[src/hw/rtl/psu_pkg.sv]
// ----------------------------------------------------------------------------
// psu_pkg
// Shared types and constants of the png scanline unfilter: register indexes,
// reset values, filter type codes and the request handed between stages.
// ----------------------------------------------------------------------------
package psu_pkg;

  localparam int MAX_ROW_BYTES   = 4096;
  localparam int MAX_PIXEL_BYTES = 8;

  localparam int BYTE_W = 8;
  localparam int BPP_W  = 4;
  localparam int RLEN_W = 13;
  localparam int ROWS_W = 16;
  localparam int CFG_IW = 2;
  localparam int CFG_DW = 16;

  localparam logic [CFG_IW-1:0] CFG_BPP        = 2'd0;
  localparam logic [CFG_IW-1:0] CFG_ROW_LENGTH = 2'd1;
  localparam logic [CFG_IW-1:0] CFG_IMAGE_ROWS = 2'd2;

  localparam logic [BPP_W-1:0]  BPP_RESET        = 4'd4;
  localparam logic [RLEN_W-1:0] ROW_LENGTH_RESET = 13'd4096;
  localparam logic [ROWS_W-1:0] IMAGE_ROWS_RESET = 16'd1;

  localparam logic [2:0] FILT_NONE  = 3'd0;
  localparam logic [2:0] FILT_SUB   = 3'd1;
  localparam logic [2:0] FILT_UP    = 3'd2;
  localparam logic [2:0] FILT_AVG   = 3'd3;
  localparam logic [2:0] FILT_PAETH = 3'd4;

  // what a request leaves behind once it has passed the sequencer
  localparam logic [1:0] KIND_NONE = 2'd0;
  localparam logic [1:0] KIND_DATA = 2'd1;
  localparam logic [1:0] KIND_ERR  = 2'd2;

  typedef struct packed {
    logic              valid;
    logic [1:0]        kind;
    logic [BYTE_W-1:0] data;
    logic [2:0]        filter;
    logic              rend;
    logic              iend;
    logic              first_row;
    logic              use_left;
  } item_t;

endpackage

[src/hw/rtl/psu_sequencer.sv]
// ----------------------------------------------------------------------------
// psu_sequencer
// Configuration registers, column and row counters and the abort state.
// Classifies each accepted byte, issues the row store read and holds the
// request until the reconstruction stage takes it.
// ----------------------------------------------------------------------------
module psu_sequencer #(
  parameter int MAX_ROW_BYTES   = psu_pkg::MAX_ROW_BYTES,
  parameter int MAX_PIXEL_BYTES = psu_pkg::MAX_PIXEL_BYTES,
  localparam int AW  = (MAX_ROW_BYTES > 1) ? $clog2(MAX_ROW_BYTES) : 1,
  localparam int HIW = (MAX_PIXEL_BYTES > 1) ? $clog2(MAX_PIXEL_BYTES) : 1
) (
  input  logic                           clk,
  input  logic                           rst,
  input  logic                           stream_valid,
  output logic                           stream_ready,
  input  logic [psu_pkg::BYTE_W-1:0]     stream_byte,
  input  logic                           cfg_valid,
  output logic                           cfg_ready,
  input  logic [psu_pkg::CFG_IW-1:0]     cfg_index,
  input  logic [psu_pkg::CFG_DW-1:0]     cfg_data,
  input  logic                           advance,
  output psu_pkg::item_t                 item,
  output logic [AW-1:0]                  item_x,
  output logic [HIW-1:0]                 item_bpp_idx,
  output logic                           rd_en,
  output logic [AW-1:0]                  rd_addr
);

  localparam int CW = $clog2(MAX_ROW_BYTES + 2);
  localparam int LW = ((CW > psu_pkg::RLEN_W) ? CW : psu_pkg::RLEN_W) + 1;

  logic [psu_pkg::BPP_W-1:0]  bpp;
  logic [psu_pkg::RLEN_W-1:0] row_length;
  logic [psu_pkg::ROWS_W-1:0] image_rows;

  logic [CW-1:0]                 column_count;
  logic [CW-1:0]                 column_count_next;
  logic [psu_pkg::ROWS_W-1:0]    row_count;
  logic [psu_pkg::ROWS_W-1:0]    row_count_next;
  logic                          image_failed;
  logic                          image_failed_next;
  logic [2:0]                    row_filter;
  logic [2:0]                    row_filter_next;

  logic                          accept;
  logic [CW-1:0]                 x_full;
  logic [AW-1:0]                 x;
  logic [LW-1:0]                 len_eff;
  logic [psu_pkg::ROWS_W-1:0]    rows_eff;
  logic [psu_pkg::ROWS_W-1:0]    row_inc;
  logic [psu_pkg::BPP_W-1:0]     bpp_eff;
  logic                          rend;
  logic                          iend;
  psu_pkg::item_t                item_next;

  assign cfg_ready    = !rst;
  assign stream_ready = !rst && (!item.valid || advance);
  assign accept       = stream_valid && stream_ready;

  always_comb begin
    if (bpp == '0) begin
      bpp_eff = psu_pkg::BPP_W'(1);
    end else if (bpp > psu_pkg::BPP_W'(MAX_PIXEL_BYTES)) begin
      bpp_eff = psu_pkg::BPP_W'(MAX_PIXEL_BYTES);
    end else begin
      bpp_eff = bpp;
    end

    if (row_length == '0) begin
      len_eff = LW'(1);
    end else if (LW'(row_length) > LW'(MAX_ROW_BYTES)) begin
      len_eff = LW'(MAX_ROW_BYTES);
    end else begin
      len_eff = LW'(row_length);
    end

    rows_eff = (image_rows == '0) ? psu_pkg::ROWS_W'(1) : image_rows;

    x_full = column_count - CW'(1);
    if (LW'(x_full) >= LW'(MAX_ROW_BYTES)) begin
      x = AW'(MAX_ROW_BYTES - 1);
    end else begin
      x = x_full[AW-1:0];
    end
    rend    = (LW'(x) + LW'(1)) >= len_eff;
    row_inc = row_count + psu_pkg::ROWS_W'(1);
    iend    = rend && ((row_inc >= rows_eff) || (row_inc == '0));
  end

  always_comb begin
    column_count_next = column_count;
    row_count_next    = row_count;
    image_failed_next = image_failed;
    row_filter_next   = row_filter;

    item_next.valid     = 1'b1;
    item_next.kind      = psu_pkg::KIND_NONE;
    item_next.data      = stream_byte;
    item_next.filter    = row_filter;
    item_next.rend      = rend;
    item_next.iend      = iend;
    item_next.first_row = (row_count == '0);
    item_next.use_left  = LW'(x) >= LW'(bpp_eff);

    if (column_count == '0) begin
      // filter type byte
      column_count_next = CW'(1);
      if (!image_failed) begin
        if (stream_byte > {5'd0, psu_pkg::FILT_PAETH}) begin
          image_failed_next = 1'b1;
          item_next.kind    = psu_pkg::KIND_ERR;
        end else begin
          row_filter_next = stream_byte[2:0];
        end
      end
    end else begin
      if (rend) begin
        column_count_next = '0;
        row_count_next    = row_inc;
      end else begin
        column_count_next = CW'(x) + CW'(2);
      end
      if (image_failed) begin
        if (iend) begin
          row_count_next    = '0;
          image_failed_next = 1'b0;
        end
      end else begin
        item_next.kind = psu_pkg::KIND_DATA;
        if (iend) begin
          row_count_next = '0;
        end
      end
    end
  end

  assign rd_en   = accept && (column_count != '0);
  assign rd_addr = x;

  always_ff @(posedge clk) begin
    if (rst) begin
      bpp          <= psu_pkg::BPP_RESET;
      row_length   <= psu_pkg::ROW_LENGTH_RESET;
      image_rows   <= psu_pkg::IMAGE_ROWS_RESET;
      column_count <= '0;
      row_count    <= '0;
      image_failed <= 1'b0;
      row_filter   <= psu_pkg::FILT_NONE;
      item.valid   <= 1'b0;
    end else begin
      if (cfg_valid && cfg_ready) begin
        case (cfg_index)
          psu_pkg::CFG_BPP:        bpp        <= cfg_data[psu_pkg::BPP_W-1:0];
          psu_pkg::CFG_ROW_LENGTH: row_length <= cfg_data[psu_pkg::RLEN_W-1:0];
          psu_pkg::CFG_IMAGE_ROWS: image_rows <= cfg_data[psu_pkg::ROWS_W-1:0];
          default: ;
        endcase
      end
      if (accept) begin
        column_count <= column_count_next;
        row_count    <= row_count_next;
        image_failed <= image_failed_next;
        row_filter   <= row_filter_next;
        item         <= item_next;
        item_x       <= x;
        item_bpp_idx <= HIW'(bpp_eff - psu_pkg::BPP_W'(1));
      end else if (advance) begin
        item.valid <= 1'b0;
      end
    end
  end

endmodule

[config.mk]
export PLATFORM = sky130hd
export DESIGN_NAME = psu_sequencer
export DESIGN_NICKNAME = d
export VERILOG_FILES = /design/src/hw/rtl/psu_pkg.sv /design/src/hw/rtl/psu_sequencer.sv
export SDC_FILE = /design/constraint.sdc
export NUM_CORES = 1
export LEC_CHECK = 0
export BUFFER_PORTS_ARGS = -buffer_cell sky130_fd_sc_hd__buf_4
export CORE_UTILIZATION = 25
export CTS_CLUSTER_SIZE = 10
export DETAILED_ROUTE_END_ITERATION = 16
export SLEW_MARGIN = 40
export SYNTH_ARGS = -nofsm -noshare
export SYNTH_HDL_FRONTEND = slang
export SYNTH_SLANG_ARGS = --single-unit
export TNS_END_PERCENT = 20
[constraint.sdc]
create_clock -name clk -period 9 [get_ports clk]
set_input_delay 0 -clock clk [delete_from_list [all_inputs] [get_ports clk]]
set_output_delay 0 -clock clk [all_outputs]
set_load 0.01 [all_outputs]
Yosys cells after proc, flatten, opt, wreduce, memory -nomap -nowiden. Index checks and enable logic that the tools add are counted.

Bitwise gates (word level): 4. Div/mod/pow operators: 0. Eq/ne operators: 2. Order comparisons: 7. Shifts and indexed selects: 0. Multipliers: 0. Add/sub/neg operators: 5. Reductions and logical operators: 25. Multiplexer cells: 21.

Operator list (number): $mux W13 (4); $logic_not A16 Y1 (3); $mux W16 (3); $logic_not A13 Y1 (2); $add A16 B1 Y16 const B (1); $ge A16 B16 Y1 (1); $ge A13 B14 Y1 (1); $add A12 B1 Y13 const B (1); $add A12 B2 Y13 const B (1); $ge A13 B13 Y1 const B (1); $gt A13 B13 Y1 const B (1); $reduce_bool A13 Y1 (1); $sub A13 B1 Y13 const B (1); $ge A12 B4 Y1 (1); $mux W12 (1); $gt A8 B3 Y1 const B (1); $mux W1 (8); $mux W4 (2); $reduce_and A2 Y1 (4); $mux W2 (3); $logic_and A1 B1 Y1 (5); $gt A4 B4 Y1 const B (1); $logic_not A4 Y1 (1); $not A1 Y1 (4); other kinds (9) (12).

Word-level logic and storage cells: 81. Output and inout bits: 48. Input bits: 31. Memories kept: 0. Bits in writable memories: 0. ROM bits: 0. Latch bits: 0. Bits in registers: 99.

Depth between registers and ports, before layout. Gate-level depths: netlist of the first run.

Depth after elaboration: 9. Gate-level depth with buffers: 23. Mapped depth without buffers: 18.

Least setup slack after synthesis of the first run. OpenSTA, ideal clock, no wires.

Path type: reg-to-reg. Start point: register column_count[0]. End point: register column_count[4]. Data arrival time: 4493 ps. Path buffers: 4. Cell stages (with the launch flop): 23. Library setup time: 70 ps. Setup slack: 4436 ps. Path through: dfxtp_1 > buf_6 > inv_1 > ha_1 > buf_4 > or3b_1 > buf_6 > nor4_4 > xnor2_2 > nand2_1 > ha_1 > o211ai_1 > nand3b_1 > nor2_1 > ha_1 > and3_1 > a221oi_1 > o31ai_1 > a41o_1 > nor3_1 > clkbuf_1 > nand4_1 > a21oi_1.

RTL lines: start: declaration (RTL line psu_sequencer.sv:37) `logic [CW-1:0] column_count;`; start signal: assignment (RTL line psu_sequencer.sv:161) `column_count <= column_count_next;`.

==> results of run 1 <==
[worst max-delay path: cells and delay by family (launching register included)]
family	cells	cell delay [ns]
simple gates	9	2.54
fa+ha+maj	3	0.93
compound gates	4	0.88
buf+inv	1	0.09
xor+xnor	1	0.28
flops	1	0.40
[power by group through the flow]
stage / Combinational [mW] / Clock [mW] / Sequential [mW]
detailed placement: 1.05 / 0 / 0.568
global route: 1.18 / 0.420 / 0.565
finish: 1.06 / 0.389 / 0.558
CTS: 1.06 / 0.401 / 0.557
global placement: 1.03 / 0 / 0.567
floorplan: 0.736 / 0 / 0.564
[final timing paths]
check             slack [ns]  cells past startpoint               to             from
hold reg to reg         0.43                      0          item[4]    row_filter[0]
setup reg to reg        3.78                     18    row_count[10]  column_count[0]
setup / recovery        3.78                     18    row_count[10]  column_count[0]
hold / removal          0.11                      2  column_count[1]              rst
[cell families (layout without fill, tap and decap cells)]
| kind of cell | after synthesis | in the layout | synth area share (%) |
|---|---|---|---|
| AOI/OAI and AO/OA | 120 | 120 | 14.3 |
| xor gates and xnor gates | 37 | 37 | 5.93 |
| adders and majority gates | 37 | 37 | 8.09 |
| buffers and inverters | 79 | 165 | 6.28 |
| DFF | 99 | 99 | 40.2 |
| muxes | 6 | 6 | 1.05 |
| and+or+nand+nor | 278 | 278 | 24.1 |
[registers in the layout, summed over array words and instances, names as in the netlist]
signal        cells
item             18
image_rows       16
row_count        16
column_count     13
row_length       13
item_x           12
bpp               4
item_bpp_idx      3
row_filter        3
image_failed      1
[repair_timing]
item | CTS | global route
endpoints found under the hold margin | 45 | 0
hold buffers | 26 | 0
setup buffers | 0 | 0
[per-layer routing]
| metal | global-route usage, % | vias to the layer above |
|---|---|---|
| met4 | 4.57 | 0 |
| met5 | 0 | - |
| met1 | 18.3 | 2305 |
| met2 | 20.1 | 159 |
| li1 | - | 2503 |
| met3 | 2.38 | 15 |
[cell type report]
| cell class | count | area [um2] | share of cell area, % |
|---|---|---|---|
| clock inverters | 7 | 65.1 | 0.923 |
| flip-flops and latches | 99 | 2300 | 32.7 |
| clock buffers | 9 | 225 | 3.20 |
| multi-input cells | 478 | 3080 | 43.7 |
| inverters | 43 | 166 | 2.36 |
| well taps | 280 | 350 | 4.97 |
| repair buffers | 106 | 861 | 12.2 |
[per-stage QoR]
stage,utilization (%),hold WS (ns),instances
global route,31.8,0.141,1022
global placement,29.2,0.194,980
floorplan,-,0.0547,656
detailed placement,29.3,0.192,980
CTS,31.7,0.112,1022
finish,31.8,0.112,1022
[cells in the final DEF, fill, tap and decap left out, types with 6 or more instances in the layout]
cell type      instances
nand3_1               18
nor4_1                10
o21ai_0               14
ha_1                  37
dlygate4sd3_1         26
xor2_1                10
o32ai_1                7
clkbuf_16              9
or3_1                  6
dfxtp_1               67
nand2_1              119
xnor2_1               25
nand4_1               18
o31ai_1                6
nor2_1                44
a21oi_1               42
mux2i_1                6
inv_1                 41
nand2b_1               8
edfxtp_1              32
a21o_1                 6
nor3_1                16
buf_4                 80
==> flow_summary.toml, run 1 <==
[status]
status = "finished clean"

[synthesis]
yosys_warnings = 0
synth_most_common_cell = "nand2_1"
synth_area_um2 = 5720
synthTopCellsByArea = "dfxtp_1 (23%), edfxtp_1 (17%), ha_1 (8.1%), nand2_1 (7.8%), xnor2_1 (3.8%)"
yosysSeqAreaShare_pct = 40.2
synth_top_flop_cell = "dfxtp_1"
yosys.area.top_type_share_pct = 23.4
synth_area_leader_cell = "dfxtp_1"
synth_nets = 724
synthTopCellsByCount = "nand2_1 (119), dfxtp_1 (67), nor2_1 (44)"
synth_edf_count = 32
avgSynthCellArea_um2 = 8.72
async_reset_ff_share_pct = 0
synth_cells = 656
ys_ff_latch = 99
yosysUniqueCellTypes = 70

[detailed_routing]
firstDrtPassIters = 5
drc_errors = 0
dr_wl_met3_um = 858
drt-initial-drc-count = 412
vias = 4982
wl_met2_um = 6620
drt-met1-wl_um = 7410
post_drt_via_cell_ratio = 4.87
routedWlPerCell_um = 14.8
top_layer = "met4"
wl_um = 15100
ant_nets = 0

[sta]
final.setup.worst_slack_ns = 3.78
rsz0062_at_grt = "false"
tightest_slew_ns = 0.678
skew_ns = 0.0120
max_clock_freq_mhz = 191
drv_slew = 0
setup_tns_ns = 0
setup_viol = 0
hold_viol_final = 0
period_share_pct = 58.0
finalCriticalPeriod_ns = 5.22
relSlewSlack_pct = 54.7

[die]
pin_count = 79
die-area_um2 = 23500
start_util_pct = 25.8
row_count = 54
die_h_um = 153
core_um2 = 22200
fp.dieW_um = 153

[finish]
design_area_um2 = 7050
drive_gt1_share_pct = 16.0
nNetsFinal = 805
syn2layout_area_growth_pct = 23.2
n_fill_cell = 2320
num_antenna_cells = 0

[clocking]
htree_levels = 3
cts_tree = "built"
clkLatencyLatePin_ns = 0.36
clkTransAtPathRegs_ns = 0.08
cts_root_buf = "clkbuf_16"
cts_buffers = 9
cts.sinks = 99
cts_repair_resize_count = 0
clockBufferDepth = 2

[setup_path]
crit_fanout = 19
critPathSlowestCell = "and2_1"
required_ns = 9.27
cp-end-kind = "register"
cp-start-kind = "register"
criticalPathCategory = "reg2reg"
critPathMostFrequentCell = "ha_1"
cp_cell_sequence = "inv_1 -> ha_1 -> or3b_1 -> nor4_4 -> xnor2_4 -> nand2_1 -> ha_1 -> o211ai_1 -> nand3b_1 -> nor2_1 -> ha_1 -> and3_1 -> nand3_1 -> o31ai_1 -> a41o_1 -> and2_1 -> nand2b_1 -> o31ai_1"
cp.arrival_ns = 5.50
max_stage_delay_ns = 0.62

[placement]
gp_congestion = 0.824
hpwl_um = 11200
post-place-ws_ns = 3.81
io_buffer_count = 78
placed_area_um2 = 6480

[hold_path]
hp-class = "in2reg"

[power]
combPwrFrac_pct = 52.9
p_seq_share_pct = 27.7
p_int_mw = 1.16
switching_share_pct = 42.5
p_sw_mw = 0.854
irDropWorstVdd_mv = 0.110
finalPower_mw = 2.01
power_density_nw_per_um2 = 285
power_frac_clock_pct = 19.3
leakagePower_nw = 2.66

[global_route]
grt_max_degree = 53
grt_pass1_vias = 4577
grt_pass1_wl_um = 24200
grt.total_usage_pct = 13.1
grt_overflow = 0
antenna_found_initial = 0

[run]
maxCapViolations = 0
(Power assumes the default switching activity.)
==> run 2: changes to the inputs <==
==> constraint.sdc (replaced) <==
create_clock -name clk -period 4.85 [get_ports clk]
set_input_delay 0 -clock clk [delete_from_list [all_inputs] [get_ports clk]]
set_output_delay 0 -clock clk [all_outputs]
set_load 0.01 [all_outputs]
==> flow_summary.toml, run 2 (synthesis results as in run 1) <==
[setup_path]
r2r-end = "column_count[2]"
crit_fanout = 12
required_ns = 5.13
worstSetupStartpoint = "column_count[0]"
cp_cell_sequence = "inv_1 -> ha_1 -> or3b_4 -> or4b_4 -> xnor2_1 -> nor2_1 -> clkinv_4 -> nand2_1 -> nor2_1 -> ha_1 -> and3_1 -> a221oi_1 -> o31ai_1 -> a41o_1 -> nor3_1 -> buf_4 -> nand4_1 -> a31oi_1"
criticalPathCategory = "reg2reg"
max_stage_delay_ns = 0.53
cp.arrival_ns = 4.66
cp-start-kind = "register"
rrSetupSlack_ns = 0.48
critPathCapture = "column_count[2]"
critPathSlowestCell = "or4b_4"
worstRegToRegCells = 18
regToRegStartpoint = "column_count[0]"
cp-end-kind = "register"

[detailed_routing]
drc_errors = 0
drt-initial-drc-count = 259
ant_nets = 0
firstDrtPassIters = 5
wl_um = 15100
post_drt_via_cell_ratio = 4.79
vias = 4933
routedWlPerCell_um = 14.7

[placement]
hpwl_um = 11200
io_buffer_count = 78
gp_congestion = 0.909
placed_area_um2 = 6530

[die]
row_count = 54
start_util_pct = 25.8
core_um2 = 22200
die-area_um2 = 23500
die_h_um = 153
pin_count = 79
fp.dieW_um = 153

[global_route]
grt_pass1_wl_um = 24500
grt_max_degree = 53
antenna_found_initial = 0
grt_overflow = 0
grt.total_usage_pct = 13.2
grt_pass1_vias = 4669

[power]
leakagePower_nw = 2.70
p_sw_mw = 1.54
switching_share_pct = 41.0
p_seq_share_pct = 27.4
power_frac_clock_pct = 20.1
power_density_nw_per_um2 = 530
irDropWorstVdd_mv = 0.262
p_int_mw = 2.22
combPwrFrac_pct = 52.5

[finish]
layout_common_cells = "nand2_1 (119), buf_4 (87), dfxtp_1 (67), nor2_1 (44), a21oi_1 (42)"
design_area_um2 = 7100
drive_gt1_share_pct = 17.0
nNetsFinal = 812
syn2layout_area_growth_pct = 24.2
n_fill_cell = 2294
top_register = "item"
final_common_cell = "nand2_1"
num_antenna_cells = 0
reg_top3 = "item x18, image_rows x16, row_count x16"
largest_reg_flops = 18

[clocking]
cts_root_buf = "clkbuf_16"
cts_setup_buffers = 0
cts_tree = "built"
htree_levels = 3
cts_buffers = 9
cts.sinks = 99
clockBufferDepth = 2
clkLatencyLatePin_ns = 0.36
clkTransAtPathRegs_ns = 0.08

[sta]
hold_viol_final = 0
relSlewSlack_pct = 52.6
max_clock_freq_mhz = 229
drv_slew = 0
hold_slack_ns = 0.122
tightest_slew_ns = 0.709
skew_ns = 0.00886
rsz0062_at_grt = "false"
finalCriticalPeriod_ns = 4.37
setup_tns_ns = 0
period_share_pct = 90.2
setup_viol = 0

[hold_path]
hp-class = "in2reg"
hp-start = "rst"

[run]
maxCapViolations = 0

[status]
status = "finished clean"
-- run 2: routing by layer --
layer / track usage (%) / routed length [um] / up-vias
met5: 0 / 0 / -
met4: 5.05 / 282 / 0
met3: 2.64 / 720 / 20
met2: 19.9 / 6580 / 141
met1: 18.3 / 7520 / 2269
li1: - / - / 2503
-- run 2: how the worst min path moves through the flow --
| stage | to | slack (ns) | depth (start not counted) |
|---|---|---|---|
| floorplan | stream_ready | 0.05 | 1 |
| global placement | item[11] | 0.19 | 1 |
| detailed placement | item[10] | 0.19 | 1 |
| CTS | row_filter[1] | 0.13 | 2 |
| global route | row_filter[1] | 0.14 | 2 |
| finish | column_count[1] | 0.12 | 2 |
-- run 2: cell type report --
type,instances,area [um2],area share (%)
tap,280,350,4.93
multi-input combinational,478,3060,43.1
timing repair buffer,113,913,12.9
clock inverter,7,82.6,1.16
sequential,99,2300,32.4
inverter,43,166,2.34
clock buffer,9,225,3.17
-- run 2: power by group through the flow --
stage	combinational, mW	sequential, mW	clock (mW)
after floorplan	1.37	1.05	0
after global placement	1.94	1.05	0
after detailed placement	1.94	1.05	0
after CTS	1.98	1.03	0.778
after global routing	2.19	1.04	0.810
final	1.97	1.03	0.756
-- run 2: repair_timing --
item,CTS,global route
gates resized for setup,0,2
endpoints found under the setup margin,0,13
hold buffers,26,0
hold endpoints to repair,45,0
-- run 2: worst max-delay path, delay by kind of cell, from the launching register on --
kind                     cells  cell delay [ns]
flip-flops                   1             0.39
XOR/XNOR                     1             0.14
buffers and inverters        3             0.47
AO/OA/AOI/OAI                4             0.91
adder cells (fa/ha/maj)      2             0.45
AND/OR/NAND/NOR              8             1.93
-- run 2: through the flow --
stage          util [%]  power [mW]  setup WS [ns]  std cells
3_5_place_dp       29.5        3.00          0.278        987
2_1_floorplan         -        2.41          0.286        656
6_report           32.1        3.76          0.475       1029
4_1_cts            32.0        3.79          0.212       1029
5_1_grt            32.1        4.04         0.0272       1029
3_3_place_gp       29.5        2.99          0.388        987
