--- src/hw/rtl/psu_pkg.sv ---
// ----------------------------------------------------------------------------
// psu_pkg
// Shared types and constants of the png scanline unfilter: register indexes,
// reset values, filter type codes and the request handed between stages.
// ----------------------------------------------------------------------------
package psu_pkg;

  localparam int MAX_ROW_BYTES   = 4096;
  localparam int MAX_PIXEL_BYTES = 8;

  localparam int BYTE_W = 8;
  localparam int BPP_W  = 4;
  localparam int RLEN_W = 13;
  localparam int ROWS_W = 16;
  localparam int CFG_IW = 2;
  localparam int CFG_DW = 16;

  localparam logic [CFG_IW-1:0] CFG_BPP        = 2'd0;
  localparam logic [CFG_IW-1:0] CFG_ROW_LENGTH = 2'd1;
  localparam logic [CFG_IW-1:0] CFG_IMAGE_ROWS = 2'd2;

  localparam logic [BPP_W-1:0]  BPP_RESET        = 4'd4;
  localparam logic [RLEN_W-1:0] ROW_LENGTH_RESET = 13'd4096;
  localparam logic [ROWS_W-1:0] IMAGE_ROWS_RESET = 16'd1;

  localparam logic [2:0] FILT_NONE  = 3'd0;
  localparam logic [2:0] FILT_SUB   = 3'd1;
  localparam logic [2:0] FILT_UP    = 3'd2;
  localparam logic [2:0] FILT_AVG   = 3'd3;
  localparam logic [2:0] FILT_PAETH = 3'd4;

  // what a request leaves behind once it has passed the sequencer
  localparam logic [1:0] KIND_NONE = 2'd0;
  localparam logic [1:0] KIND_DATA = 2'd1;
  localparam logic [1:0] KIND_ERR  = 2'd2;

  typedef struct packed {
    logic              valid;
    logic [1:0]        kind;
    logic [BYTE_W-1:0] data;
    logic [2:0]        filter;
    logic              rend;
    logic              iend;
    logic              first_row;
    logic              use_left;
  } item_t;

endpackage

--- src/hw/rtl/psu_recon.sv ---
// ----------------------------------------------------------------------------
// psu_recon
// Reconstruction stage: neighbour histories, filter predictors, row store
// write-back and the output register.
// ----------------------------------------------------------------------------
module psu_recon #(
  parameter int MAX_ROW_BYTES   = psu_pkg::MAX_ROW_BYTES,
  parameter int MAX_PIXEL_BYTES = psu_pkg::MAX_PIXEL_BYTES,
  localparam int AW  = (MAX_ROW_BYTES > 1) ? $clog2(MAX_ROW_BYTES) : 1,
  localparam int HIW = (MAX_PIXEL_BYTES > 1) ? $clog2(MAX_PIXEL_BYTES) : 1
) (
  input  logic                       clk,
  input  logic                       rst,
  input  psu_pkg::item_t             item,
  input  logic [AW-1:0]              item_x,
  input  logic [HIW-1:0]             item_bpp_idx,
  input  logic [psu_pkg::BYTE_W-1:0] rd_data,
  output logic                       advance,
  output logic                       wr_en,
  output logic [AW-1:0]              wr_addr,
  output logic [psu_pkg::BYTE_W-1:0] wr_data,
  output logic                       pixel_valid,
  input  logic                       pixel_ready,
  output logic [psu_pkg::BYTE_W-1:0] pixel_byte,
  output logic                       row_end,
  output logic                       image_end,
  output logic                       bad_filter
);

  logic [psu_pkg::BYTE_W-1:0] left_hist [MAX_PIXEL_BYTES];
  logic [psu_pkg::BYTE_W-1:0] upleft_hist [MAX_PIXEL_BYTES];

  logic [7:0]        a;
  logic [7:0]        b;
  logic [7:0]        c;
  logic [8:0]        ab_sum;
  logic signed [9:0] da;
  logic signed [9:0] db;
  logic signed [9:0] dc;
  logic [9:0]        pa;
  logic [9:0]        pb;
  logic [9:0]        pc;
  logic [7:0]        paeth;
  logic [7:0]        pred;
  logic [7:0]        val;

  assign advance = item.valid && (!pixel_valid || pixel_ready);

  always_comb begin
    a = item.use_left ? left_hist[item_bpp_idx] : 8'd0;
    c = item.use_left ? upleft_hist[item_bpp_idx] : 8'd0;
    b = item.first_row ? 8'd0 : rd_data;

    ab_sum = {1'b0, a} + {1'b0, b};

    // distances from a+b-c to a, b and c
    da = $signed({2'b00, b}) - $signed({2'b00, c});
    db = $signed({2'b00, a}) - $signed({2'b00, c});
    dc = $signed({1'b0, ab_sum}) - $signed({1'b0, c, 1'b0});
    pa = (da < 0) ? 10'(-da) : 10'(da);
    pb = (db < 0) ? 10'(-db) : 10'(db);
    pc = (dc < 0) ? 10'(-dc) : 10'(dc);
    if (pa <= pb && pa <= pc) begin
      paeth = a;
    end else if (pb <= pc) begin
      paeth = b;
    end else begin
      paeth = c;
    end

    case (item.filter)
      psu_pkg::FILT_SUB:   pred = a;
      psu_pkg::FILT_UP:    pred = b;
      psu_pkg::FILT_AVG:   pred = ab_sum[8:1];
      psu_pkg::FILT_PAETH: pred = paeth;
      default:             pred = 8'd0;
    endcase

    val = item.data + pred;
  end

  assign wr_en   = advance && (item.kind == psu_pkg::KIND_DATA);
  assign wr_addr = item_x;
  assign wr_data = val;

  always_ff @(posedge clk) begin
    if (rst) begin
      for (int i = 0; i < MAX_PIXEL_BYTES; i++) begin
        left_hist[i]   <= '0;
        upleft_hist[i] <= '0;
      end
    end else if (wr_en) begin
      for (int i = 1; i < MAX_PIXEL_BYTES; i++) begin
        left_hist[i]   <= left_hist[i-1];
        upleft_hist[i] <= upleft_hist[i-1];
      end
      left_hist[0]   <= val;
      upleft_hist[0] <= b;
    end
  end

  always_ff @(posedge clk) begin
    if (rst) begin
      pixel_valid <= 1'b0;
    end else if (advance) begin
      case (item.kind)
        psu_pkg::KIND_DATA: begin
          pixel_valid <= 1'b1;
          pixel_byte  <= val;
          row_end     <= item.rend;
          image_end   <= item.iend;
          bad_filter  <= 1'b0;
        end
        psu_pkg::KIND_ERR: begin
          pixel_valid <= 1'b1;
          pixel_byte  <= '0;
          row_end     <= 1'b0;
          image_end   <= 1'b0;
          bad_filter  <= 1'b1;
        end
        default: begin
          pixel_valid <= 1'b0;
        end
      endcase
    end else if (pixel_ready) begin
      pixel_valid <= 1'b0;
    end
  end

endmodule

--- config.mk ---
export PLATFORM = sky130hd
export DESIGN_NAME = psu_recon
export DESIGN_NICKNAME = d
export VERILOG_FILES = /design/src/hw/rtl/psu_pkg.sv /design/src/hw/rtl/psu_recon.sv
export SDC_FILE = /design/constraint.sdc
export NUM_CORES = 1
export LEC_CHECK = 0
export BUFFER_PORTS_ARGS = -buffer_cell sky130_fd_sc_hd__buf_2
export CAP_MARGIN = 5
export CORE_MARGIN = 2
export CORE_UTILIZATION = 55
export DETAILED_ROUTE_END_ITERATION = 16
export PLACE_DENSITY = 0.74
export RECOVER_POWER = 100
export SETUP_SLACK_MARGIN = 0.5
export SLEW_MARGIN = 5
export SYNTH_ARGS = -nofsm -noshare
export SYNTH_HDL_FRONTEND = slang
export SYNTH_SLANG_ARGS = --single-unit
--- constraint.sdc ---
create_clock -name clk -period 16.32 [get_ports clk]
set_input_delay 0.816 -clock clk [delete_from_list [all_inputs] [get_ports clk]]
set_output_delay 0.816 -clock clk [all_outputs]
set_load 0.01 [all_outputs]
; Word level (Yosys, flattened, before mapping)
; Memory sizes are Yosys's and may differ from the RTL's.
; Cells that the tools add are included.
[totals]
register_bits = 12
out_inout_bits = 34
memories = 2
latch_bits = 0
romBits = 0
ram_bits = 128
[mem_list]
columns = memory, words, word_bits, rd, rd_clocked_by_memory_dff, write_ports, line_no
row1 = left_hist, 8, 8, 8, 0, 8, psu_recon.sv:30  ; logic [psu_pkg::BYTE_W-1:0] left_hist [MAX_PIXEL_BYTES];
row2 = upleft_hist, 8, 8, 8, 0, 8, psu_recon.sv:31  ; logic [psu_pkg::BYTE_W-1:0] upleft_hist [MAX_PIXEL_BYTES];
[classes]
n_reduce_logical = 9
eq_ne = 6
bitwise_logic = 17
n_mux = 37
multipliers = 0
shift = 0
div_mod_pow = 0
addsub = 8
magnitude_cmp = 6
[ops]
columns = cell, count
row1 = $mux 8, 21
row2 = $pmux 8 s4, 1
row3 = $le 10x10->1, 3
row4 = $mux 10, 3
row5 = $neg 9->10, 2
row6 = $lt 9x1->1 const B, 2
row7 = $sub 8x8->9, 2
row8 = $or 1x1->1, 16
row9 = $pmux 8 s2, 1
row10 = $lt 10x1->1 const B, 1
row11 = $neg 10->10, 1
row12 = $sub 9x9->10, 1
row13 = $add 8x8->9, 1
row14 = $add 8x8->8, 1
row15 = $mux 1, 8
row16 = $eq 3x2->1 const B, 2
row17 = $pmux 1 s2, 3
row18 = $reduce_bool 2->1, 2
row19 = $eq 3x1->1 const B, 1
row20 = $eq 3x3->1 const B, 1
row21 = $logic_and 1x1->1, 3
row22 = $reduce_and 3->1, 1
row23 = $eq 2x1->1 const B, 1
row24 = $eq 2x2->1 const B, 1
row25 = 4 further kinds, 4

; Depth between registers and ports, before layout
; Gate-level depths: netlist of run 1.
; An unclocked memory read counts as a cell.
[depth]
ltp_word = 12
mapped_depth = 45
ltp_nobuf = 40

; Least setup slack after synthesis of run 1
; No wires, ideal clock.
[synth_path]
path_type = input-to-output
start = in item_bpp_idx[0]
end = out wr_data[7] (netlist bit)
cell_stages = 41
slack_ns = 6.853
n_path_buf = 5
t_arrival_ns = 8.651
path_cell_list = buf_4 -> buf_1 -> buf_2 -> mux4_2 -> mux2_2 -> nand2_1 -> inv_1 -> ha_1 -> maj3_1 -> a21oi_1 -> o21bai_1 -> a21oi_1 -> xnor2_1 -> ha_1 -> a21boi_0 -> o21ai_0 -> a21boi_0 -> o21ai_0 -> (+5 left out) -> and3_1 -> a221oi_1 -> nand3_1 -> nand2_1 -> buf_1 -> mux2i_1 -> nor2_1 -> a221o_1 -> ha_1 -> a21o_1 -> a21oi_1 -> o21bai_1 -> a21oi_1 -> o21bai_1 -> a21oi_1 -> xor2_1 -> xnor2_1 -> inv_1
[synth_between]
elab_chain_cells = 11
elab_cells_between_ends = 25
classes_between = add/sub (8) / order compare (6) / mux (8) / reduce/logical (1) / memory (2)
[synth_lines]
columns = item, line_no
row1 = from (decl), psu_recon.sv:16  ; input logic [HIW-1:0] item_bpp_idx,
row2 = $mem_v2 8x8, -
row3 = $mux 8, psu_recon.sv:50  ; a = item.use_left ? left_hist[item_bpp_idx] : 8'd0;
row4 = $add 8x8->9, psu_recon.sv:54  ; ab_sum = {1'b0, a} + {1'b0, b};
row5 = $sub 9x9->10, psu_recon.sv:59  ; dc = $signed({1'b0, ab_sum}) - $signed({1'b0, c, 1'b0});
row6 = $neg 10->10 / $lt 10x1->1 (equally long branches), psu_recon.sv:62  ; pc = (dc < 0) ? 10'(-dc) : 10'(dc);
row7 = $mux 10, psu_recon.sv:62
row8 = "$le 10x10->1, on equally long branches", "psu_recon.sv:65, psu_recon.sv:63"
row9 = $mux 8 / $logic_and 1x1->1 (equally long branches), "psu_recon.sv:65, psu_recon.sv:63"
row10 = $mux 8, psu_recon.sv:63  ; if (pa <= pb && pa <= pc) begin
row11 = $pmux 8 s4 *, psu_recon.sv:71  ; case (item.filter)
row12 = $add 8x8->8 *, psu_recon.sv:79  ; val = item.data + pred;
row13 = to (decl), psu_recon.sv:21  ; output logic [psu_pkg::BYTE_W-1:0] wr_data,
; Mark *: on every way between the ends. The rest lies on a longest branch, timed or not.

; Worst setup path after layout of run 1
; Ends and elaborated chain as after synthesis.

==> summary.md, run 1 <==
| Metric | Value |
|---|---|
| Setup Buffers After CTS | 0 |
| Core area | approximately 17000 µm² |
| Die H | 135 µm |
| Max Clock Freq | 87.3 MHz |
| Post-synth EDFFs | approximately 110 |
| Worst skew pair latency | between 0.4 and 0.5 ns |
| Mean area per synthesized cell | 10.4 µm² |
| Ports | between 70 and 80 |
| WL/cell | between 15 and 20 µm |
| Final HPWL DP | 15000 µm |
| Final Cycle Share | 0.702 |
| Routed Antenna Nets | 0 |
| Yosys cell types | slightly below 70 |
| Share of the synthesized area in the top cell type | 0.341 |
| # resized after CTS | 0 |
| Antenna violations before repair | 1 |
| Initial core utilization | 0.566 |
| Port bufs | 53 |
| Largest net degree at the start of global routing | a little under 90 |
| Crit-path slowest cell | clkbuf_1 |
| Ant. Diodes | 0 |
| Clock slew at reported path FFs | approximately 0.050 ns |
| Total number of vias | slightly below 7000 |
| Setup-failing EPs final | 0 |
| Hold_buf cts | 0 |
| Asr flop ratio synth | 0 |
| Area Growth Syn to Fin | 9.69% |
| Vias in the first global route | around 7000 |
| Endpoints failing hold | 0 |
| CTS buffer count | 17 |
| First-pass GRT wire length | approximately 34000 µm |
| Pre-CTS setup slack | around 6.5 ns |
| Clock net sink count | 140 |
| Status | finished with violations |
| Final instance area | just over 10000 µm² |
| # rows | 47 |
| Yosys reg bits | 140 |
| Layout cells sized above 1 | 0.118 |
| CP dominant cell by count | a21oi_1 |
| Final GP Congestion | around 0.91 |
| Violated checks | max-capacitance violations, max-slew violations |
| Final WS setup | ~4.9 ns |
| Synth area leaders | edfxtp_1, ha_1, mux4_2 |
| Crit. End Element | output port |
| Max Slew Vio Count | ~250 |
| Max incr delay on CP | between 1.5 and 2 ns |
| Post-Synthesis Cells | ~910 |
| Clock skew | a little under 0.01 ns |
| Total Routing Usage GR | 0.240 |
| Drt total wl | about 21000 µm |
| Dominant synthesized flop cell | edfxtp_1 |
| Worst Path Max Fanout | 33 |
| RSZ-0062 raised after global routing | false |
| Seq/Total Area, Yosys | 0.411 |
| Filler Cell Count | ~1400 |
| Longest Clk Path Bufs | 2 |
| Synth Warn # | 0 |
| CTS tree | done |
| Most common library cells after synthesis | edfxtp_1, nand2_1, and2_1 |
| Mapped Area | roughly 9400 µm² |
| Remaining Overflow, GRT | 0 |
| Detailed Routing Iterations Pass 1 | 6 |
| Top-count cell post-synth | edfxtp_1 |
| Final setup TNS | 0 ns |
| Worst vdd ir | about 0.00011 V |
| P_leak | 4.12 nW |
| MaxCap Viol Count | 5 |
| Post-layout min period | between 10 and 15 ns |
| Yosys top cell by area | edfxtp_1 |
| Via/cell ratio | between 5 and 6 |
| Clock Tree Root | clkbuf_16 |
| Power density over the cells | about 120 nW/µm² |
| Worst Tran Pin Value | roughly 4.7 ns |
| Crit start category | primary input |
| Nets@finish | 1060 |
| Initial drt markers | 594 |
| Critical Path AT | 10.64 ns |
| Slew HR | -2.12 |
| Worst Path Required | 15.50 ns |
| CTS H-tree lvls | 4 |
| Crit Path Class | primary input to output port |
| DIE AREA | between 15000 and 20000 µm² |
| Die width | between 100 and 150 µm |
| Dpl cell area | roughly 10000 µm² |
| # DRC | 0 |
| Worst hold-check path type | flop to flop |
## report_power, final
part           total [mW]  leakage, nW  switching [mW]  internal [mW]
clock network       0.395        0.289           0.141          0.254
registers           0.412         1.37         0.00826          0.403
logic               0.435         2.45           0.253          0.183
## cell families after synthesis
kind of cell / synth area share
mux: 0.104
xor+xnor: 0.0474
fa+ha+maj: 0.106
simple gates: 0.177
other cells: 0.000797
compound gates: 0.109
flops: 0.411
buf+inv: 0.0453
## per-layer routing
metal	vias up	part of all wire	track usage
li1	3288	-	-
met1	3295	0.44	0.325
met2	211	0.47	0.388
met3	48	0.056	0.0465
met4	0	0.028	0.0825
met5	-	0	0
## cells in the final DEF, fill, tap and decap left out, drive strengths merged, types with 3 or more instances in the layout
| cell type | count |
|---|---|
| clkbuf | 48 |
| o31ai | 4 |
| mux2 | 11 |
| nand3 | 10 |
| a21oi | 60 |
| o21bai | 8 |
| xnor2 | 28 |
| o211ai | 7 |
| mux2i | 17 |
| nor3b | 5 |
| dfxtp | 33 |
| o21a | 4 |
| buf | 32 |
| a21o | 20 |
| bufinv | 4 |
| nand2b | 21 |
| inv | 46 |
| clkinv | 8 |
| a211oi | 4 |
| fa | 3 |
| ha | 73 |
| nand2 | 95 |
| o22ai | 3 |
| xor2 | 23 |
| a222oi | 3 |
| or3 | 4 |
| edfxtp | 107 |
| nor4 | 3 |
| nor2 | 58 |
| nand4 | 4 |
| and2 | 86 |
| nor3 | 6 |
| nor2b | 16 |
| conb | 4 |
| nand3b | 3 |
| a221o | 3 |
| mux4 | 30 |
| o21ai | 30 |
## per-stage QoR
stage	utilization	std cells	hold WS [ns]	power [mW]
after floorplan	-	910	0.433	0.751
after global placement	0.589	1141	0.439	0.839
after detailed placement	0.589	1141	0.443	0.848
after CTS	0.625	1173	0.451	1.24
after global routing	0.621	1173	0.466	1.31
final	0.621	1173	0.451	1.24
## critical path, delay by kind of cell
kind            cells  cell delay, ns
xor+xnor            4            0.86
buf+inv             5            2.23
mux                 3            1.23
simple gates        6            1.01
fa+ha+maj           5            1.36
compound gates     16            3.07
## path summary, 6_finish.rpt
kind	from	end	slack (ns)	depth (start not counted)
hold reg to reg	upleft_hist[7][3]	upleft_hist[7][3]	0.45	2
hold / removal	upleft_hist[7][3]	upleft_hist[7][3]	0.45	2
setup / recovery	item_bpp_idx[0]	wr_data[7]	4.87	39
setup reg to reg	left_hist[5][0]	left_hist[0][7]	8.16	36
## sequential cells by signal, summed over array words and instances (netlist names)
name,flops
left_hist,64
upleft_hist,64
pixel_byte,8
bad_filter,1
image_end,1
pixel_valid,1
row_end,1
## area by class of cell
class,count,area [µm²],area share
clock buffer,19,433,0.0419
clock inverter,13,174,0.0168
inverter,47,176,0.0171
multi-input combinational,673,5130,0.497
sequential,140,3870,0.375
tap,220,275,0.0266
timing repair buffer,61,274,0.0265
Note: power is estimated with default switching activity, not from simulation.
==> run 2, diff against run 1 <==
- clock period: 16.32 -> 11.6 ns (I/O delays scaled with it)
==> run 2 against run 1 <==
  * The flow still finishes with violations (max-capacitance violations, max-slew violations)
  * Highest routed layer unchanged
  * Critical endpoint unchanged
  * Via count fell by 0.37%
  * Utilization is 0.090 points lower
  * Largest cell class unchanged
  * Sequential share of layout area increased by 0.054 points
  * First-iteration DRC count shrank 12%
  * Global-route usage increased by 0.60 points
  * Worst hold slack lost 0.0086 ns
==> summary.md, run 2 (synthesis results as in run 1) <==
| Metric | Value |
|---|---|
| Max Clock Freq | approximately 100 MHz |
| Worst Path Max Fanout | 16 |
| Routed Antenna Nets | 0 |
| Commonest non-fill, non-tap cell in the layout | edfxtp_1 |
| Remaining Overflow, GRT | 0 |
| Worst Tran Pin Value | between 3 and 4 ns |
| Post-layout min period | ~9.9 ns |
| CTS H-tree lvls | 4 |
| Critical Path AT | roughly 9.3 ns |
| Slew HR | -1.00 |
| Vias in the first global route | 6597 |
| Hold_buf cts | 0 |
| Ant. Diodes | 0 |
| Die H | roughly 130 µm |
| Initial drt markers | between 500 and 600 |
| Drt total wl | 21400 µm |
| Max incr delay on CP | slightly below 1 ns |
| Total number of vias | 6817 |
| # resized after CTS | 0 |
| Die width | roughly 130 µm |
| Crit-path slowest cell | clkbuf_1 |
| Longest Clk Path Bufs | 2 |
| Largest net degree at the start of global routing | 58 |
| Total Routing Usage GR | 0.246 |
| Final HPWL DP | roughly 16000 µm |
| Nets@finish | approximately 1100 |
| Regs by FF count | left_hist (64), upleft_hist (64), pixel_byte (8) |
| Port bufs | 53 |
| Antenna violations before repair | 0 |
| Power density over the cells | roughly 170 nW/µm² |
| Clock Tree Root | clkbuf_16 |
| Worst hold-check path type | primary input to flop |
| Clock slew at reported path FFs | about 0.060 ns |
| # DRC | 0 |
| CP dominant cell by count | a21oi_1 |
| Crit start category | primary input |
| MaxCap Viol Count | 5 |
| Status | finished with violations |
| Final setup TNS | 0 ns |
| Final GP Congestion | 0.967 |
| Detailed Routing Iterations Pass 1 | 5 |
| Reg2Reg Setup Slack | 3.46 ns |
| Worst Path Required | around 11 ns |
| Area Growth Syn to Fin | 9.53% |
| CTS buffer count | 17 |
| Final Cycle Share | 0.852 |
| Crit Path Class | primary input to output port |
| Ports | between 70 and 80 |
| Setup Buffers After CTS | 0 |
| Crit. End Element | output port |
| Core area | roughly 17000 µm² |
| Violated checks | max-capacitance violations, max-slew violations |
| Endpoints failing hold | 0 |
| RSZ-0062 raised after global routing | false |
| Worst vdd ir | approximately 0.00013 V |
| Clock skew | between 0.01 and 0.015 ns |
| Layout cells sized above 1 | 0.122 |
| CTS tree | done |
| Via/cell ratio | 5.81 |
| First-pass GRT wire length | 34500 µm |
| Final Core Density | 0.620 |
| Setup-failing EPs final | 0 |
| WL/cell | between 15 and 20 µm |
| Max Slew Vio Count | 230 |
| Clock net sink count | 140 |
| P_leak | a little over 4 nW |
| DIE AREA | 18200 µm² |
| Worst skew pair latency | approximately 0.43 ns |
| # rows | 47 |
| Most frequent cells in the layout | edfxtp_1, nand2_1, ha_1 |
| Initial core utilization | 0.566 |
## run 2: cell count changes in the layout (fill, tap and decap cells not counted)
cell / delta
clkbuf_16: +1
clkbuf_8: +1
and2_1: +5
clkbuf_1: -1
bufinv_16: -3
clkinv_4: +1
clkinv_2: -2
and2_0: -5
clkinv_1: -3
inv_6: +6
## run 2: worst paths after layout
path	start	endpoint	cells after the start
worst max register to register	left_hist[0][0]	left_hist[0][7]	36
worst max-delay path	item_bpp_idx[0]	wr_data[7]	38
worst min register to register	left_hist[7][7]	left_hist[7][7]	2
worst min-delay path	item[2]	image_end	2
## run 2: stage by stage
step                      worst slack, ns  instances  hold WS, ns  power (mW)  area, µm²
after floorplan                      2.61        910        0.433        1.06       9440
after global placement               2.52       1141        0.440        1.19       9800
after detailed placement             2.38       1141        0.445        1.19       9800
after CTS                            2.36       1173        0.430        1.73      10400
after global routing                0.844       1173        0.469        1.83      10300
final                                1.72       1173        0.442        1.73      10300
## run 2: power by group
group / switching [mW] / leakage, nW / total (mW) / internal (mW)
Combinational: 0.358 / 2.46 / 0.612 / 0.255
Clock: 0.220 / 0.284 / 0.538 / 0.318
Sequential: 0.0115 / 1.37 / 0.578 / 0.566
## run 2: routing by layer
layer / track usage / vias up / share of wire
li1: - / 3308 / -
met1: 0.343 / 3263 / 0.45
met2: 0.391 / 209 / 0.47
met3: 0.0526 / 37 / 0.050
met4: 0.0678 / 0 / 0.023
met5: 0 / - / 0
## run 2: area by class of cell
cell class | count | area [µm²]
tap | 220 | 275
sequential | 140 | 3870
clock inverter | 12 | 124
multi-input combinational | 673 | 5130
clock buffer | 20 | 468
timing repair buffer | 61 | 274
inverter | 47 | 176
fill | 1362 | 6320
## run 2: worst max-delay path: cells and delay by family
family | cells | cell delay (ns)
fa+ha+maj | 5 | 1.48
buf+inv | 4 | 1.25
xor+xnor | 4 | 0.81
mux | 2 | 0.90
simple gates | 3 | 0.45
compound gates | 20 | 3.81
==> run 3, diff against run 2 <==
- CORE_UTILIZATION: 55 -> 61
- PLACE_DENSITY: 0.74 -> 0.81
==> run 3 against run 2 <==
  * The run still ends with max-capacitance violations, max-slew violations left
  * Setup slack better by 0.36 ns
  * Critical path depth stayed put
  * Clock skew shrank 0.0026 ns
  * Sequential power about the same
  * First-iteration DRC count up 32%
  * Final cell count shrank 2.8%
  * Fmax grew 3.8%
  * Sequential share of layout area up 0.082 points
  * Total power is 2.1% higher
  * Flip-flop and latch count is the same
  * Critical path type unchanged
  * Critical endpoint unchanged
==> summary.md, run 3 (synthesis results as in run 1) <==
| Metric | Value |
|---|---|
| Clock net sink count | 140 |
| RSZ-0062 raised after global routing | false |
| Filler Cell Count | approximately 1100 |
| CTS buffer count | 17 |
| Antenna violations before repair | 0 |
| Nets@finish | between 1000 and 1500 |
| Initial core utilization | 0.622 |
| Final WS setup | about 2.1 ns |
| Largest net degree at the start of global routing | 62 |
| Worst hold-check path type | primary input to flop |
| Worst vdd ir | around 0.00015 V |
| CTS tree | done |
| Worst skew pair latency | about 0.42 ns |
| Pre-CTS setup slack | between 2 and 2.5 ns |
| Commonest non-fill, non-tap cell in the layout | edfxtp_1 |
| Die width | approximately 130 µm |
| Die H | approximately 130 µm |
| Critical path buffers and inverters | 4 |
| Final instance area | slightly above 10000 µm² |
| Area Growth Syn to Fin | 9.29% |
| Final Cycle Share | 0.821 |
| Power density over the cells | approximately 170 nW/µm² |
| Status | finished with violations |
| DIE AREA | between 15000 and 20000 µm² |
| Vias in the first global route | between 6000 and 7000 |
| Crit. End Element | output port |
| Clock Tree Root | clkbuf_16 |
| Final HPWL DP | between 15000 and 20000 µm |
| Max Slew Vio Count | ~220 |
| Initial drt markers | between 600 and 700 |
| Crit-path slowest cell | buf_2 |
| # rows | 45 |
| # resized after CTS | 0 |
| Dpl cell area | around 10000 µm² |
| Detailed Routing Iterations Pass 1 | 6 |
| Sw Ratio | 0.338 |
| Total Routing Usage GR | 0.279 |
| Violated checks | max-capacitance violations, max-slew violations |
| Max incr delay on CP | 0.65 ns |
| Critical Path AT | about 8.9 ns |
| Worst Path Required | 11.02 ns |
| Crit start category | primary input |
| Final Power | ~1.8 mW |
| Layout cells sized above 1 | 0.120 |
| Fraction of power consumed by sequential logic | 0.328 |
| P_sw | approximately 600 µW |
| Crit Path Class | primary input to output port |
| Final GP Congestion | 0.941 |
| Delay-heaviest family, CP | compound AO/OA/AOI/OAI gates |
| P_leak | between 4 and 5 nW |
| Drt total wl | about 22000 µm |
| Post-layout min period | around 9.5 ns |
| Internal Power | around 1.2 mW |
| Worst Tran Pin Value | about 3.3 ns |
| Via/cell ratio | 6.19 |
| Clock skew | roughly 0.0095 ns |
| WL/cell | between 15 and 20 µm |
| Setup Buffers After CTS | 0 |
| Clock Power Share | 0.325 |
| Total number of vias | around 7100 |
| Regs by FF count | left_hist (64), upleft_hist (64), pixel_byte (8) |
| Remaining Overflow, GRT | 0 |
| Slew HR | -1.22 |
| Clock slew at reported path FFs | around 0.060 ns |
| Worst Path Max Fanout | 34 |
| Ports | a little under 80 |
| Ant. Diodes | 0 |
| # DRC | 0 |
| CTS H-tree lvls | 4 |
| Most frequent cells in the layout | edfxtp_1, nand2_1, ha_1 |
| Endpoints failing hold | 0 |
| MaxCap Viol Count | 6 |
| Max Clock Freq | 105 MHz |
| Hold_buf cts | 0 |
| Combinational Power Share | 0.347 |
| Longest Clk Path Bufs | 2 |
| Final setup TNS | 0 ns |
| First-pass GRT wire length | around 35000 µm |
| Setup-failing EPs final | 0 |
| Routed Antenna Nets | 0 |
| Core area | between 15000 and 20000 µm² |
| Port bufs | 53 |
-- run 3: cell types whose count changed in the layout (fill, tap and decap cells not counted), moves of 2 or more --
cell / delta
and2_0: -7
and2_1: +7
bufinv_16: +2
inv_6: -2
inv_8: +2
-- run 3: metrics by stage --
| stage | hold WS [ns] | util | cells |
|---|---|---|---|
| 4_1_cts | 0.444 | 0.685 | 1140 |
| 3_5_place_dp | 0.447 | 0.644 | 1108 |
| 6_report | 0.454 | 0.680 | 1140 |
| 2_1_floorplan | 0.433 | - | 910 |
| 3_3_place_gp | 0.440 | 0.644 | 1108 |
| 5_1_grt | 0.457 | 0.680 | 1140 |
-- run 3: power by group through the flow --
stage | clock, mW | combinational [mW] | sequential (mW)
final | 0.574 | 0.612 | 0.579
after global routing | 0.601 | 0.683 | 0.581
after CTS | 0.578 | 0.611 | 0.576
after detailed placement | 0 | 0.606 | 0.586
after global placement | 0 | 0.591 | 0.585
after floorplan | 0 | 0.473 | 0.583
-- run 3: worst paths after layout --
| path | startpoint | endpoint | slack [ns] | depth (start not counted) |
|---|---|---|---|---|
| min reg2reg | left_hist[7][6] | left_hist[7][6] | 0.46 | 2 |
| max reg2reg | left_hist[5][0] | left_hist[0][7] | 3.27 | 35 |
| max | item_bpp_idx[1] | wr_data[7] | 2.08 | 38 |
| min | pixel_ready | pixel_valid | 0.45 | 3 |
-- run 3: layout make-up --
type                       count  area [µm²]  share of cell area
multi-input combinational    673        5120               0.497
sequential                   140        3870               0.376
clock buffer                  17         425              0.0413
timing repair buffer          60         267              0.0259
tap                          188         235              0.0228
clock inverter                15         206              0.0200
inverter                      47         176              0.0171
-- run 3: tightest hold or removal path, cell delays in order --
cell	delay, ns
buf_2	0.07
nand2b_1	0.11
o21bai_1	0.06
-- run 3: layer usage --
metal	wire length [µm]	vias up	track usage
li1	-	3294	-
met1	9370	3383	0.380
met2	10400	320	0.438
met3	1470	57	0.0588
met4	811	0	0.115
met5	0	-	0
